## config.mk

```make
export PLATFORM = sky130hd
export DESIGN_NAME = json_string_unescape_utf8_top
export DESIGN_NICKNAME = d
export VERILOG_FILES = /design/src/rtl/jsu_pkg.sv /design/src/rtl/jsu_front.sv /design/src/rtl/jsu_fifo.sv /design/src/rtl/jsu_back.sv /design/src/rtl/json_string_unescape_utf8_top.sv
export VERILOG_INCLUDE_DIRS = /design/src /design/src/rtl
export SDC_FILE = /design/constraint.sdc
export NUM_CORES = 1
export LEC_CHECK = 0
export BUFFER_PORTS_ARGS = -buffer_cell sky130_fd_sc_hd__buf_4
export CAP_MARGIN = 20
export CORE_MARGIN = 10
export CORE_UTILIZATION = 30
export CTS_CLUSTER_DIAMETER = 100
export DETAILED_ROUTE_END_ITERATION = 7
export HOLD_SLACK_MARGIN = 0.15
export PLACE_DENSITY = 0.43
export SLEW_MARGIN = 20
export SYNTH_ARGS = -nofsm -noshare
export SYNTH_HDL_FRONTEND = slang
export SYNTH_SLANG_ARGS = --single-unit
```

## constraint.sdc

```tcl
create_clock -name i_clk -period 8.79 [get_ports i_clk]
set_input_delay 0.4395 -clock i_clk [delete_from_list [all_inputs] [get_ports i_clk]]
set_output_delay 0.4395 -clock i_clk [all_outputs]
set_load 0.1 [all_outputs]
```

## src/rtl/json_string_unescape_utf8_top_macros.svh

```systemverilog
// Assertion macros for the JSON string unescaper.
// Included by json_string_unescape_utf8_top.sv; depends on nothing else.
`ifndef JSON_STRING_UNESCAPE_UTF8_TOP_MACROS_SVH
`define JSON_STRING_UNESCAPE_UTF8_TOP_MACROS_SVH

// Same-cycle implication, disabled while reset is held.
`define JSU_ASSERT_NOW(lbl, clk, rst_n, ante, cons) \
    lbl: assert property (@(posedge clk) disable iff (!(rst_n)) (ante) |-> (cons)) \
        else $error("jsu assertion failed");

// Next-cycle implication, disabled while reset is held.
`define JSU_ASSERT_NEXT(lbl, clk, rst_n, ante, cons) \
    lbl: assert property (@(posedge clk) disable iff (!(rst_n)) (ante) |=> (cons)) \
        else $error("jsu assertion failed");

`endif

```

## src/rtl/jsu_pkg.sv

```systemverilog
// Shared types and codes of the JSON string unescaper.
// Used by every module in the rtl folder; depends on nothing.
package jsu_pkg;

    localparam logic [1:0] ST_DATA   = 2'd0;
    localparam logic [1:0] ST_CLOSED = 2'd1;
    localparam logic [1:0] ST_BAD    = 2'd2;
    localparam logic [1:0] ST_ENDED  = 2'd3;

    localparam logic [7:0] CH_QUOTE = 8'h22;
    localparam logic [7:0] CH_BSLASH = 8'h5c;
    localparam logic [7:0] CH_LOWER_B = 8'h62;
    localparam logic [7:0] CH_LOWER_F = 8'h66;
    localparam logic [7:0] CH_LOWER_N = 8'h6e;
    localparam logic [7:0] CH_LOWER_R = 8'h72;
    localparam logic [7:0] CH_LOWER_T = 8'h74;
    localparam logic [7:0] CH_LOWER_U = 8'h75;

    typedef enum logic [5:0] {
        PH_NORMAL  = 6'b000001,
        PH_ESCAPE  = 6'b000010,
        PH_HEX_A   = 6'b000100,
        PH_WANT_BS = 6'b001000,
        PH_WANT_U  = 6'b010000,
        PH_HEX_B   = 6'b100000
    } t_phase;

    typedef struct packed {
        logic [7:0] data_byte;
        logic       source_ends;
    } t_in;

    typedef struct packed {
        logic [7:0] out_byte;
        logic [1:0] status;
        logic       last;
    } t_out;

    // All results caused by one input byte, first byte in bytes[0].
    typedef struct packed {
        logic [3:0][7:0] bytes;
        logic [1:0]      last_idx;
        logic [1:0]      status;
    } t_rec;

    typedef struct packed {
        logic valid;
        t_rec rec;
    } t_rec_chan;

endpackage

```

## src/rtl/jsu_front.sv

```systemverilog
// Front end: escape and surrogate state machine, one input byte per cycle while i_take is high.
// Depends on jsu_pkg; feeds at most one result record per byte into the record queue.
module jsu_front (
    input  logic               i_clk,
    input  logic               i_rst_n,
    input  logic               i_take,
    input  jsu_pkg::t_in       i_item,
    output jsu_pkg::t_rec_chan o_rec
);

    jsu_pkg::t_phase r_phase, n_phase;
    logic [1:0]      r_hex, n_hex;
    logic [15:0]     r_acc, n_acc;
    logic [9:0]      r_hs, n_hs;

    logic [7:0]  c;
    logic        hex_ok;
    logic [3:0]  hex_val;
    logic [15:0] acc_new;
    logic [20:0] cp;
    logic [3:0][7:0] enc_bytes;
    logic [1:0]  enc_last;
    logic        emit;
    logic [1:0]  code;
    jsu_pkg::t_rec n_rec;

    assign c       = i_item.data_byte;
    assign acc_new = {r_acc[11:0], hex_val};
    assign cp = (r_phase == jsu_pkg::PH_HEX_B)
              ? 21'h10000 + {1'b0, r_hs, 10'b0} + {11'b0, acc_new[9:0]}
              : {5'b0, acc_new};

    always_comb begin
        hex_ok  = 1'b1;
        hex_val = 4'h0;
        if (c inside {[8'h30:8'h39]}) begin
            hex_val = 4'(c - 8'h30);
        end else if (c inside {[8'h61:8'h66]}) begin
            hex_val = 4'(c - 8'h57);
        end else if (c inside {[8'h41:8'h46]}) begin
            hex_val = 4'(c - 8'h37);
        end else begin
            hex_ok = 1'b0;
        end
    end

    always_comb begin
        enc_bytes = '0;
        if (cp <= 21'h7f) begin
            enc_bytes[0] = cp[7:0];
            enc_last     = 2'd0;
        end else if (cp <= 21'h7ff) begin
            enc_bytes[0] = {3'b110, cp[10:6]};
            enc_bytes[1] = {2'b10, cp[5:0]};
            enc_last     = 2'd1;
        end else if (cp <= 21'hffff) begin
            enc_bytes[0] = {4'b1110, cp[15:12]};
            enc_bytes[1] = {2'b10, cp[11:6]};
            enc_bytes[2] = {2'b10, cp[5:0]};
            enc_last     = 2'd2;
        end else begin
            enc_bytes[0] = {5'b11110, cp[20:18]};
            enc_bytes[1] = {2'b10, cp[17:12]};
            enc_bytes[2] = {2'b10, cp[11:6]};
            enc_bytes[3] = {2'b10, cp[5:0]};
            enc_last     = 2'd3;
        end
    end

    always_comb begin
        n_phase = r_phase;
        n_hex   = r_hex;
        n_acc   = r_acc;
        n_hs    = r_hs;
        n_rec   = '0;
        emit    = 1'b0;
        code    = jsu_pkg::ST_DATA;

        case (r_phase)
            jsu_pkg::PH_ESCAPE: begin
                n_phase = jsu_pkg::PH_NORMAL;
                emit    = 1'b1;
                case (c)
                    jsu_pkg::CH_LOWER_B: n_rec.bytes[0] = 8'h08;
                    jsu_pkg::CH_LOWER_F: n_rec.bytes[0] = 8'h0c;
                    jsu_pkg::CH_LOWER_N: n_rec.bytes[0] = 8'h0a;
                    jsu_pkg::CH_LOWER_R: n_rec.bytes[0] = 8'h0d;
                    jsu_pkg::CH_LOWER_T: n_rec.bytes[0] = 8'h09;
                    jsu_pkg::CH_LOWER_U: begin
                        emit    = 1'b0;
                        n_phase = jsu_pkg::PH_HEX_A;
                        n_hex   = 2'd0;
                        n_acc   = 16'h0;
                    end
                    default: n_rec.bytes[0] = c;
                endcase
            end
            jsu_pkg::PH_HEX_A, jsu_pkg::PH_HEX_B: begin
                if (!hex_ok) begin
                    code = jsu_pkg::ST_BAD;
                end else begin
                    n_acc = acc_new;
                    if (r_hex != 2'd3) begin
                        n_hex = r_hex + 2'd1;
                    end else begin
                        n_hex = 2'd0;
                        if (r_phase == jsu_pkg::PH_HEX_A) begin
                            if (acc_new inside {[16'hd800:16'hdbff]}) begin
                                n_hs    = acc_new[9:0];
                                n_phase = jsu_pkg::PH_WANT_BS;
                            end else if (acc_new inside {[16'hdc00:16'hdfff]}) begin
                                code = jsu_pkg::ST_BAD;
                            end else begin
                                emit           = 1'b1;
                                n_rec.bytes    = enc_bytes;
                                n_rec.last_idx = enc_last;
                                n_phase        = jsu_pkg::PH_NORMAL;
                            end
                        end else begin
                            if (acc_new inside {[16'hdc00:16'hdfff]}) begin
                                emit           = 1'b1;
                                n_rec.bytes    = enc_bytes;
                                n_rec.last_idx = enc_last;
                                n_phase        = jsu_pkg::PH_NORMAL;
                            end else begin
                                code = jsu_pkg::ST_BAD;
                            end
                        end
                    end
                end
            end
            jsu_pkg::PH_WANT_BS: begin
                if (c == jsu_pkg::CH_BSLASH) begin
                    n_phase = jsu_pkg::PH_WANT_U;
                end else begin
                    code = jsu_pkg::ST_BAD;
                end
            end
            jsu_pkg::PH_WANT_U: begin
                if (c == jsu_pkg::CH_LOWER_U) begin
                    n_phase = jsu_pkg::PH_HEX_B;
                    n_hex   = 2'd0;
                    n_acc   = 16'h0;
                end else begin
                    code = jsu_pkg::ST_BAD;
                end
            end
            default: begin
                n_phase = jsu_pkg::PH_NORMAL;
                if (c == jsu_pkg::CH_QUOTE) begin
                    code = jsu_pkg::ST_CLOSED;
                end else if (c == jsu_pkg::CH_BSLASH) begin
                    n_phase = jsu_pkg::PH_ESCAPE;
                end else begin
                    emit           = 1'b1;
                    n_rec.bytes[0] = c;
                end
            end
        endcase

        // A terminal code or the end of the source replaces any data with a
        // single status result and returns every state register to reset.
        if (code != jsu_pkg::ST_DATA || i_item.source_ends) begin
            emit         = 1'b1;
            n_rec        = '0;
            n_rec.status = (code != jsu_pkg::ST_DATA) ? code : jsu_pkg::ST_ENDED;
            n_phase      = jsu_pkg::PH_NORMAL;
            n_hex        = 2'd0;
            n_acc        = 16'h0;
            n_hs         = 10'h0;
        end
    end

    assign o_rec.valid = i_take && emit;
    assign o_rec.rec   = n_rec;

    always_ff @(posedge i_clk) begin
        if (!i_rst_n) begin
            r_phase <= jsu_pkg::PH_NORMAL;
            r_hex   <= 2'd0;
            r_acc   <= 16'h0;
            r_hs    <= 10'h0;
        end else if (i_take) begin
            r_phase <= n_phase;
            r_hex   <= n_hex;
            r_acc   <= n_acc;
            r_hs    <= n_hs;
        end
    end

endmodule

```

## src/rtl/jsu_fifo.sv

```systemverilog
// Short queue of result records between the front end and the back end.
// Depends on jsu_pkg; the head record is shown while the queue is not empty.
module jsu_fifo #(
    parameter int DEPTH = 2
) (
    input  logic               i_clk,
    input  logic               i_rst_n,
    input  jsu_pkg::t_rec_chan i_wr,
    input  logic               i_rd,
    output jsu_pkg::t_rec_chan o_head,
    output logic               o_full
);

    localparam int AW = (DEPTH > 1) ? $clog2(DEPTH) : 1;
    localparam int CW = $clog2(DEPTH + 1);
    localparam logic [AW-1:0] LAST_PTR = AW'(DEPTH - 1);
    localparam logic [CW-1:0] FULL_CNT = CW'(DEPTH);

    jsu_pkg::t_rec r_mem [DEPTH];
    logic [AW-1:0] r_wp, r_rp;
    logic [CW-1:0] r_cnt;
    logic          do_wr, do_rd;

    assign do_rd = i_rd && (r_cnt != '0);
    assign do_wr = i_wr.valid && (r_cnt != FULL_CNT);

    assign o_head.valid = (r_cnt != '0);
    assign o_head.rec   = r_mem[r_rp];
    assign o_full       = (r_cnt == FULL_CNT);

    always_ff @(posedge i_clk) begin
        if (do_wr) begin
            r_mem[r_wp] <= i_wr.rec;
        end
    end

    always_ff @(posedge i_clk) begin
        if (!i_rst_n) begin
            r_wp  <= '0;
            r_rp  <= '0;
            r_cnt <= '0;
        end else begin
            if (do_wr) begin
                r_wp <= (r_wp == LAST_PTR) ? '0 : r_wp + AW'(1);
            end
            if (do_rd) begin
                r_rp <= (r_rp == LAST_PTR) ? '0 : r_rp + AW'(1);
            end
            if (do_wr && !do_rd) begin
                r_cnt <= r_cnt + CW'(1);
            end else if (do_rd && !do_wr) begin
                r_cnt <= r_cnt - CW'(1);
            end
        end
    end

endmodule

```

## src/rtl/jsu_back.sv

```systemverilog
// Back end: holds one record and hands out its results one request at a time.
// Depends on jsu_pkg; draws records from the record queue.
module jsu_back (
    input  logic               i_clk,
    input  logic               i_rst_n,
    input  jsu_pkg::t_rec_chan i_head,
    output logic               o_head_rd,
    output logic               o_empty,
    input  logic               i_pop,
    output jsu_pkg::t_out      o_out
);

    logic          r_valid;
    jsu_pkg::t_rec r_rec;
    logic [1:0]    r_idx;
    logic          at_last;
    logic          taken;
    logic          load;

    assign at_last = (r_idx == r_rec.last_idx);
    assign taken   = r_valid && i_pop;
    // A new record is loaded when the register is free or its final result
    // leaves in this cycle, so single-result records stream at full rate.
    assign load      = i_head.valid && (!r_valid || (taken && at_last));
    assign o_head_rd = load;

    assign o_empty        = !r_valid;
    assign o_out.out_byte = r_rec.bytes[r_idx];
    assign o_out.status   = r_rec.status;
    assign o_out.last     = at_last;

    always_ff @(posedge i_clk) begin
        if (load) begin
            r_rec <= i_head.rec;
        end
    end

    always_ff @(posedge i_clk) begin
        if (!i_rst_n) begin
            r_valid <= 1'b0;
            r_idx   <= 2'd0;
        end else if (load) begin
            r_valid <= 1'b1;
            r_idx   <= 2'd0;
        end else if (taken) begin
            if (at_last) begin
                r_valid <= 1'b0;
                r_idx   <= 2'd0;
            end else begin
                r_idx <= r_idx + 2'd1;
            end
        end
    end

endmodule

```

## src/rtl/json_string_unescape_utf8_top.sv

```systemverilog
// Top level of the JSON string unescaper: front end, record queue, back end.
// Depends on jsu_pkg, jsu_front, jsu_fifo, jsu_back and the macros header.
//
//   Channel   Direction  Handshake          Payload
//   input     in         push / full        i_in_item  (jsu_pkg::t_in)
//   result    out        empty / pop        o_out_item (jsu_pkg::t_out)
//
// The front end takes one byte per cycle while the record queue has room.
// Each byte yields zero or one record; while pop is held the back end hands
// out one result per cycle, so a \u escape producing n UTF-8 bytes yields n results.
// The first result of a byte reaches the result ports after it is registered
// in the record queue and then in the back-end record register.
// Reset is synchronous and active low; it empties the queue and clears the
// decoder state. Either side may stall without losing results.
`include "json_string_unescape_utf8_top_macros.svh"

module json_string_unescape_utf8_top #(
    parameter int QUEUE_DEPTH = 2
) (
    input  logic          i_clk,
    input  logic          i_rst_n,
    input  logic          push,
    output logic          full,
    input  jsu_pkg::t_in  i_in_item,
    output logic          empty,
    input  logic          pop,
    output jsu_pkg::t_out o_out_item
);

    jsu_pkg::t_rec_chan f2q;
    jsu_pkg::t_rec_chan q2b;
    logic               q_full;
    logic               q_rd;
    logic               take;
    logic               status_shown;
    logic               last_leaves;

    assign full = q_full;
    assign take = push && !q_full;

    jsu_front u_front (
        .i_clk   (i_clk),
        .i_rst_n (i_rst_n),
        .i_take  (take),
        .i_item  (i_in_item),
        .o_rec   (f2q)
    );

    jsu_fifo #(
        .DEPTH (QUEUE_DEPTH)
    ) u_fifo (
        .i_clk   (i_clk),
        .i_rst_n (i_rst_n),
        .i_wr    (f2q),
        .i_rd    (q_rd),
        .o_head  (q2b),
        .o_full  (q_full)
    );

    jsu_back u_back (
        .i_clk     (i_clk),
        .i_rst_n   (i_rst_n),
        .i_head    (q2b),
        .o_head_rd (q_rd),
        .o_empty   (empty),
        .i_pop     (pop),
        .o_out     (o_out_item)
    );

    assign status_shown = !empty && (o_out_item.status != jsu_pkg::ST_DATA);
    assign last_leaves  = pop && !empty && o_out_item.last && q2b.valid;

    // Status results never carry a data byte and always close their request.
    `JSU_ASSERT_NOW(a_status_zero_byte, i_clk, i_rst_n, status_shown, o_out_item.out_byte == 8'h00)
    `JSU_ASSERT_NOW(a_status_is_last, i_clk, i_rst_n, status_shown, o_out_item.last)
    // A queued record must follow a finished one without a gap.
    `JSU_ASSERT_NEXT(a_no_gap, i_clk, i_rst_n, last_leaves, !empty)

endmodule
```

# --- Word level (Yosys, flattened, before mapping) ---
# Memory sizes are Yosys's and may differ from the RTL's. A register that Yosys moved wholly into a read port is not among the register bits.
# Index checks and enable logic that the tools add are counted.
word_totals:
  ff_bits: 37
  ram_bits: 72
  inputBits: 13
  out_inout_bits: 13
  mem_count: 1
mem_list:
  columns: ["memory", "words", "width", "rd", "rd_ports_with_merged_regs", "wr", "line", "rtl"]
  rows:
  - ["u_fifo.r_mem", 2, 36, 1, 1, 1, "jsu_fifo.sv:19", "jsu_pkg::t_rec r_mem [DEPTH];"]
op_classes:
  n_addsub: 11
  n_lt_le_gt_ge: 14
  n_eq_ne: 25
  n_mux: 93
  bitwise: 1
  reduce_logical: 38
ops:
  columns: ["operator", "count"]
  rows:
  - ["$mux W34", 6]
  - ["$mux W24", 4]
  - ["$mux W10", 6]
  - ["$mux W6", 10]
  - ["$eq A8 B7 Y1 const B", 7]
  - ["$pmux W8 S6", 1]
  - ["$mux W2", 20]
  - ["$mux W8", 5]
  - ["$mux W12", 3]
  - ["$mux W36", 1]
  - ["$ge A16 B16 Y1 const B", 2]
  - ["$le A16 B16 Y1 const B", 2]
  - ["$mux W16", 2]
  - ["$pmux W12 S2", 1]
  - ["$pmux W6 S4", 1]
  - ["$pmux W8 S3", 1]
  - ["$mux W1", 22]
  - ["$mux W22", 1]
  - ["$add A17 B20 Y21 const A", 1]
  - ["$add A21 B10 Y21", 1]
  - ["$le A21 B11 Y1 const B", 1]
  - ["$le A21 B16 Y1 const B", 1]
  - ["$le A21 B7 Y1 const B", 1]
  - ["$mux W21", 1]
  - ["40 further kinds", 81]

# --- Logic depth before layout (Yosys ltp) ---
depth:
  word_depth: 22
  mapped_depth: 12
  depth_no_buf: 12

# --- By module ---
# From an unflattened synthesis, not the netlist that was laid out.
hier_totals:
  cells_unflattened: 625
  area_unflattened_um2: 7309.5
by_module_without_submodules:
  columns: ["mod", "instances", "cells_per_inst", "area_per_inst_um2", "seq_area_each_um2"]
  rows:
  - ["jsu_front", 1, 414, 2962.8, 600.6]
  - ["jsu_fifo", 1, 137, 2831.5, 2262.2]
  - ["jsu_back", 1, 73, 1501.4, 1141.1]
  - ["json_string_unescape_utf8_top", 1, 1, 13.8, 0.0]

# --- Worst setup path before layout ---
# No wires, ideal clock.
synth_path:
  path_kind: "in2reg"
  startpoint: "in i_in_item[1] in the netlist's numbering"
  endpoint: "mem u_fifo.r_mem[0][0] in the netlist's numbering, enable pin"
  setup_ns: 0.425
  arrival_time_ns: 3.412
  required_ns: 8.365
  path_slack_ns: 4.953
  path_stages: 9
  path_cell_list: "inv_1 ha_1 o21bai_1 a21oi_1 a21o_1 nand2_1 nor3_1 o41a_1 nor2b_1"
synth_between:
  elab_chain_cells: 20
  word_cells_on_any_way: 54
  classes_between: "add/sub (3); order compare (10); eq/ne (3); mux (29); reduce/logical (9)"
synth_rtl:
  columns: ["element", "line", "rtl"]
  rows:
  - ["start: declaration", "json_string_unescape_utf8_top.sv:24", "input jsu_pkg::t_in i_in_item,"]
  - ["$ge A8 B7 Y1 or $le A8 B7 Y1 (tied branches)", "jsu_front.sv:40", "end else if (c inside {[8'h41:8'h46]}) begin"]
  - ["$logic_and A1 B1 Y1", "jsu_front.sv:40", null]
  - ["$mux W4", "jsu_front.sv:40", null]
  - ["$mux W4", "jsu_front.sv:38", "end else if (c inside {[8'h61:8'h66]}) begin"]
  - ["$mux W4", "jsu_front.sv:36", "if (c inside {[8'h30:8'h39]}) begin"]
  - ["$ge A16 B16 Y1 or $le A16 B16 Y1 (tied branches)", "jsu_front.sv:111, jsu_front.sv:120", null]
  - ["$logic_and A1 B1 Y1", "jsu_front.sv:111, jsu_front.sv:120", null]
  - ["$mux W2", "jsu_front.sv:111", "end else if (acc_new inside {[16'hdc00:16'hdfff]}) begin"]
  - ["(+5 left out)", null, null]
  - ["$reduce_bool A2 Y1", "jsu_front.sv:163", "if (code != jsu_pkg::ST_DATA || i_item.source_ends) begin"]
  - ["$logic_or A1 B1 Y1", "jsu_front.sv:163", null]
  - ["$mux W1 *", "jsu_front.sv:163", null]
  - ["$logic_and A1 B1 Y1 *", "jsu_front.sv:174", "assign o_rec.valid = i_take && emit;"]
  - ["$logic_and A1 B1 Y1 *", "jsu_fifo.sv:25", "assign do_wr = i_wr.valid && (r_cnt != FULL_CNT);"]
  - ["net u_fifo.do_wr", "jsu_fifo.sv:22", "logic do_wr, do_rd;"]
  - ["$mux W1 *", "jsu_fifo.sv:32", "if (do_wr) begin"]
  - ["$mux W1 (implied by the code) *", "jsu_fifo.sv:33", "r_mem[r_wp] <= i_wr.rec;"]
  - ["end: declaration", "jsu_fifo.sv:19", null]
# The timed path passes the listed nets; every way through them passes the cells marked *.

# --- Worst setup path in the final report ---
layout_path:
  startpoint: "reg u_front.r_phase[0]"
  endpoint: "reg u_fifo.r_cnt[1]"
layout_between:
  elab_chain_cells: 13
  word_cells_on_any_way: 25
  classes_between: "eq/ne (5); mux (10); reduce/logical (10)"
layout_rtl:
  columns: ["element", "line", "rtl"]
  rows:
  - ["start: declaration", "jsu_front.sv:11", "jsu_pkg::t_phase r_phase, n_phase;"]
  - ["start signal: assignment", "jsu_front.sv:179", "r_phase <= jsu_pkg::PH_NORMAL;"]
  - ["start signal: assignment", "jsu_front.sv:184", "r_phase <= n_phase;"]
  - ["$eq A6 B3 Y1", "jsu_front.sv:79, jsu_front.sv:107", null]
  - ["$mux W2", "jsu_front.sv:107", "if (r_phase == jsu_pkg::PH_HEX_A) begin"]
  - ["$mux W2", "jsu_front.sv:103", "if (r_hex != 2'd3) begin"]
  - ["$mux W2", "jsu_front.sv:99", "if (!hex_ok) begin"]
  - ["$pmux W2 S4", "jsu_front.sv:79", "case (r_phase)"]
  - ["$reduce_bool A2 Y1", "jsu_front.sv:163", null]
  - ["$logic_or A1 B1 Y1", "jsu_front.sv:163", null]
  - ["$mux W1 *", "jsu_front.sv:163", null]
  - ["$logic_and A1 B1 Y1 *", "jsu_front.sv:174", null]
  - ["$logic_and A1 B1 Y1 *", "jsu_fifo.sv:25", null]
  - ["net u_fifo.do_wr", "jsu_fifo.sv:22", null]
  - ["$logic_not A1 Y1", "jsu_fifo.sv:51", "end else if (do_rd && !do_wr) begin"]
  - ["$logic_and A1 B1 Y1", "jsu_fifo.sv:51", null]
  - ["$reduce_bool A2 Y1 (no line)", null, null]
  - ["end signal: assignment", "jsu_fifo.sv:50", "r_cnt <= r_cnt + CW'(1);"]
  - ["end signal: assignment", "jsu_fifo.sv:52", "r_cnt <= r_cnt - CW'(1);"]
  - ["end: declaration", "jsu_fifo.sv:21", "logic [CW-1:0] r_cnt;"]
# Marks and branches as above.
# A chain may end at the register's enable or synchronous reset.

==> impl_metrics.ini <==
[setup_path]
crit_required_ns = 9.13
r2r_slack_ns = 5.04
critical_path_arrival_ns = 4.09
path_class = reg2reg
cp-end-kind = flip-flop
crit_path_start_kind = flip-flop
worstPathMaxFanout = 20

[route]
wl_per_cell_um = 19.2
drt_iter0_drc = 366
dr.pass1.iters = 6
via_count = 4423
drt-vias-per-instance = 5.14
routed_wl_um = 16500
drc = 0
ant_nets = 0

[placement]
dp_hpwl_um = 11800
dp.cells = 829
io_buffers = 25
gp_congestion = 0.901

[synthesis]
synth-edff-count = 96
syn-cell-area_mm2 = 0.00639
synthTopCellsByArea = edfxtp_1 45%, dfxtp_1 12%, mux2_2 5.8%
yosysTopAreaCellShare_pct = 45.1
netlist_instances = 552
seq_area_frac_synth_pct = 56.7
synth_cell_types = 64
synth-main-ff-cell = edfxtp_1
syn_area_per_cell_um2 = 11.6
yosys_warnings = 0
ys_ff_latch = 133
syn_nets = 572
async_flop_share_pct = 0
synth.largest_area_cell = edfxtp_1

[cts]
cts_resized = 0
postCtsSetupBuffers = 0
clock_latency_ns = 0.41
cts_inserted_buffers = 17
ctsHtreeMaxLevel = 4
ctsHoldBuffers = 0
cts_tree = yes
clock_sinks = 133
path_clk_slew_ns = 0.06
cts_buffer_depth = 2
clockRootBuffer = clkbuf_16

[layout]
seqCellArea_mm2 = 0.00362
multi_input_area_mm2 = 0.00260
nNetsFinal = 593
drive_gt1_share_pct = 22.2
nFillCells = 2108
antenna_cells = 0
area_delta_synth_final_pct = 16.1
final_cell_mix = 96 x edfxtp_1, 55 x nand2_1, 54 x nor2_1
layout_commonest_cell = edfxtp_1
fin_cells = 861

[floorplan]
rows = 53
initial_utilization_pct = 30.5
die_width_um = 166
core-area_mm2 = 0.0210
boundaryPins = 26
die_area_mm2 = 0.0275
die_y_um = 166

[grt]
grt_pass1_wl_um = 26100
grt_max_degree = 34
busiest_layer = met2
gr-total-overflow = 0
met1_usage_pct = 16.2
grt_antenna_before_repair = 1
grt_pass1_vias = 4429
grt_use_total_pct = 12.1
grt_util_met2_pct = 19.1
gr-usage-met3_pct = 2.48

[sta]
finClkSkew_ns = 0.0135
period_minus_slack_ns = 3.75
hold_slack_ns = 0.323
hold_violations = 0
setup_viol = 0
drv_slew = 0
worstMarginPinSlew_ns = 0.985
fmax_mhz = 267
finalCritPeriodShare_pct = 42.7
rsz0062_at_grt = false
slew_headroom_pct = 34.3
tns_ns = 0

[min_path]
hp-class = in2reg

[power_and_ir_drop]
p_leak_nw = 2.65
power.density_mw_per_mm2 = 286
max-vdd-ir-drop_mv = 0.131

[run_status]
status = finished clean

[flow_run]
maxCapViolations = 0
## synthesized netlist by cell type, types with 11 or more instances
cell / instances
edfxtp_1: 96
clkbuf_1: 19
nand3_1: 14
a31o_2: 14
nand2_1: 55
inv_1: 13
a22o_1: 11
a21oi_1: 32
o21ai_0: 11
dfxtp_1: 37
nor2_1: 54
mux2_2: 33
## per-layer routing
metal,share of wire (%),vias to the layer above
met1,48,2198
met4,1.3,0
met3,3.3,15
met5,0,-
li1,-,2128
met2,48,82
## critical path, stage by stage (launching register included)
cell     delay (ns)
dfxtp_1        0.37
nor3_2         0.36
nand3_1        0.35
and4_1         0.34
and2_1         0.18
or3_1          0.63
o41a_1         0.61
ha_1           0.35
or3_1          0.35
a21oi_1        0.14
## where the power goes
part | internal, W | switching [W] | total (W)
registers | 0.000830 | 0.0000374 | 0.000868
logic | 0.000169 | 0.000406 | 0.000575
clock network | 0.000396 | 0.000282 | 0.000678
## worst paths after layout
check | startpoint | end | cells past startpoint
min | pop | u_back.r_idx[0] | 3
max | u_front.r_phase[0] | u_fifo.r_cnt[1] | 9
max reg2reg | u_front.r_phase[0] | u_fifo.r_cnt[1] | 9
min reg2reg | u_back.r_valid | u_back.r_idx[0] | 2
## registers in the layout (all words and copies together) (netlist names)
name             cells
u_fifo.r_mem        64
u_back.r_rec        30
u_front.r_acc       12
u_front.r_hs        10
u_front.r_phase      6
u_back.o_out         2
u_back.r_idx         2
u_fifo.r_cnt         2
u_front.r_hex        2
u_back.r_valid       1
u_fifo.r_rp          1
u_fifo.r_wp          1
## final cells by class
cell class                      count  share of cell area, %
Tap cell                          275                   4.64
Timing Repair Buffer               31                   3.14
Sequential cell                   133                   48.8
Clock inverter                     15                   1.94
Clock buffer                       17                   5.73
Inverter                           14                  0.708
Multi-Input combinational cell    376                   35.0
## cell families after synthesis
| logic type | after synthesis | synth area share [%] |
|---|---|---|
| multiplexers | 46 | 9.22 |
| AND/OR/NAND/NOR | 199 | 15.8 |
| XOR/XNOR | 10 | 1.37 |
| flip-flops | 133 | 56.7 |
| buffers and inverters | 43 | 2.80 |
| adder cells (fa/ha/maj) | 7 | 1.37 |
| AO/OA/AOI/OAI | 114 | 12.7 |
## per-stage QoR
| stage | setup slack (ns) | power [W] | util, % | cell area (um2) |
|---|---|---|---|---|
| floorplan | 4.95 | 0.00133 | - | 6390 |
| global placement | 4.66 | 0.00146 | 32.6 | 6840 |
| detailed placement | 4.63 | 0.00147 | 32.6 | 6840 |
| CTS | 5.00 | 0.00216 | 35.4 | 7410 |
| global route | 4.73 | 0.00223 | 35.4 | 7420 |
| finish | 5.04 | 0.00212 | 35.4 | 7420 |
Note: power is estimated with default switching activity, not from simulation.
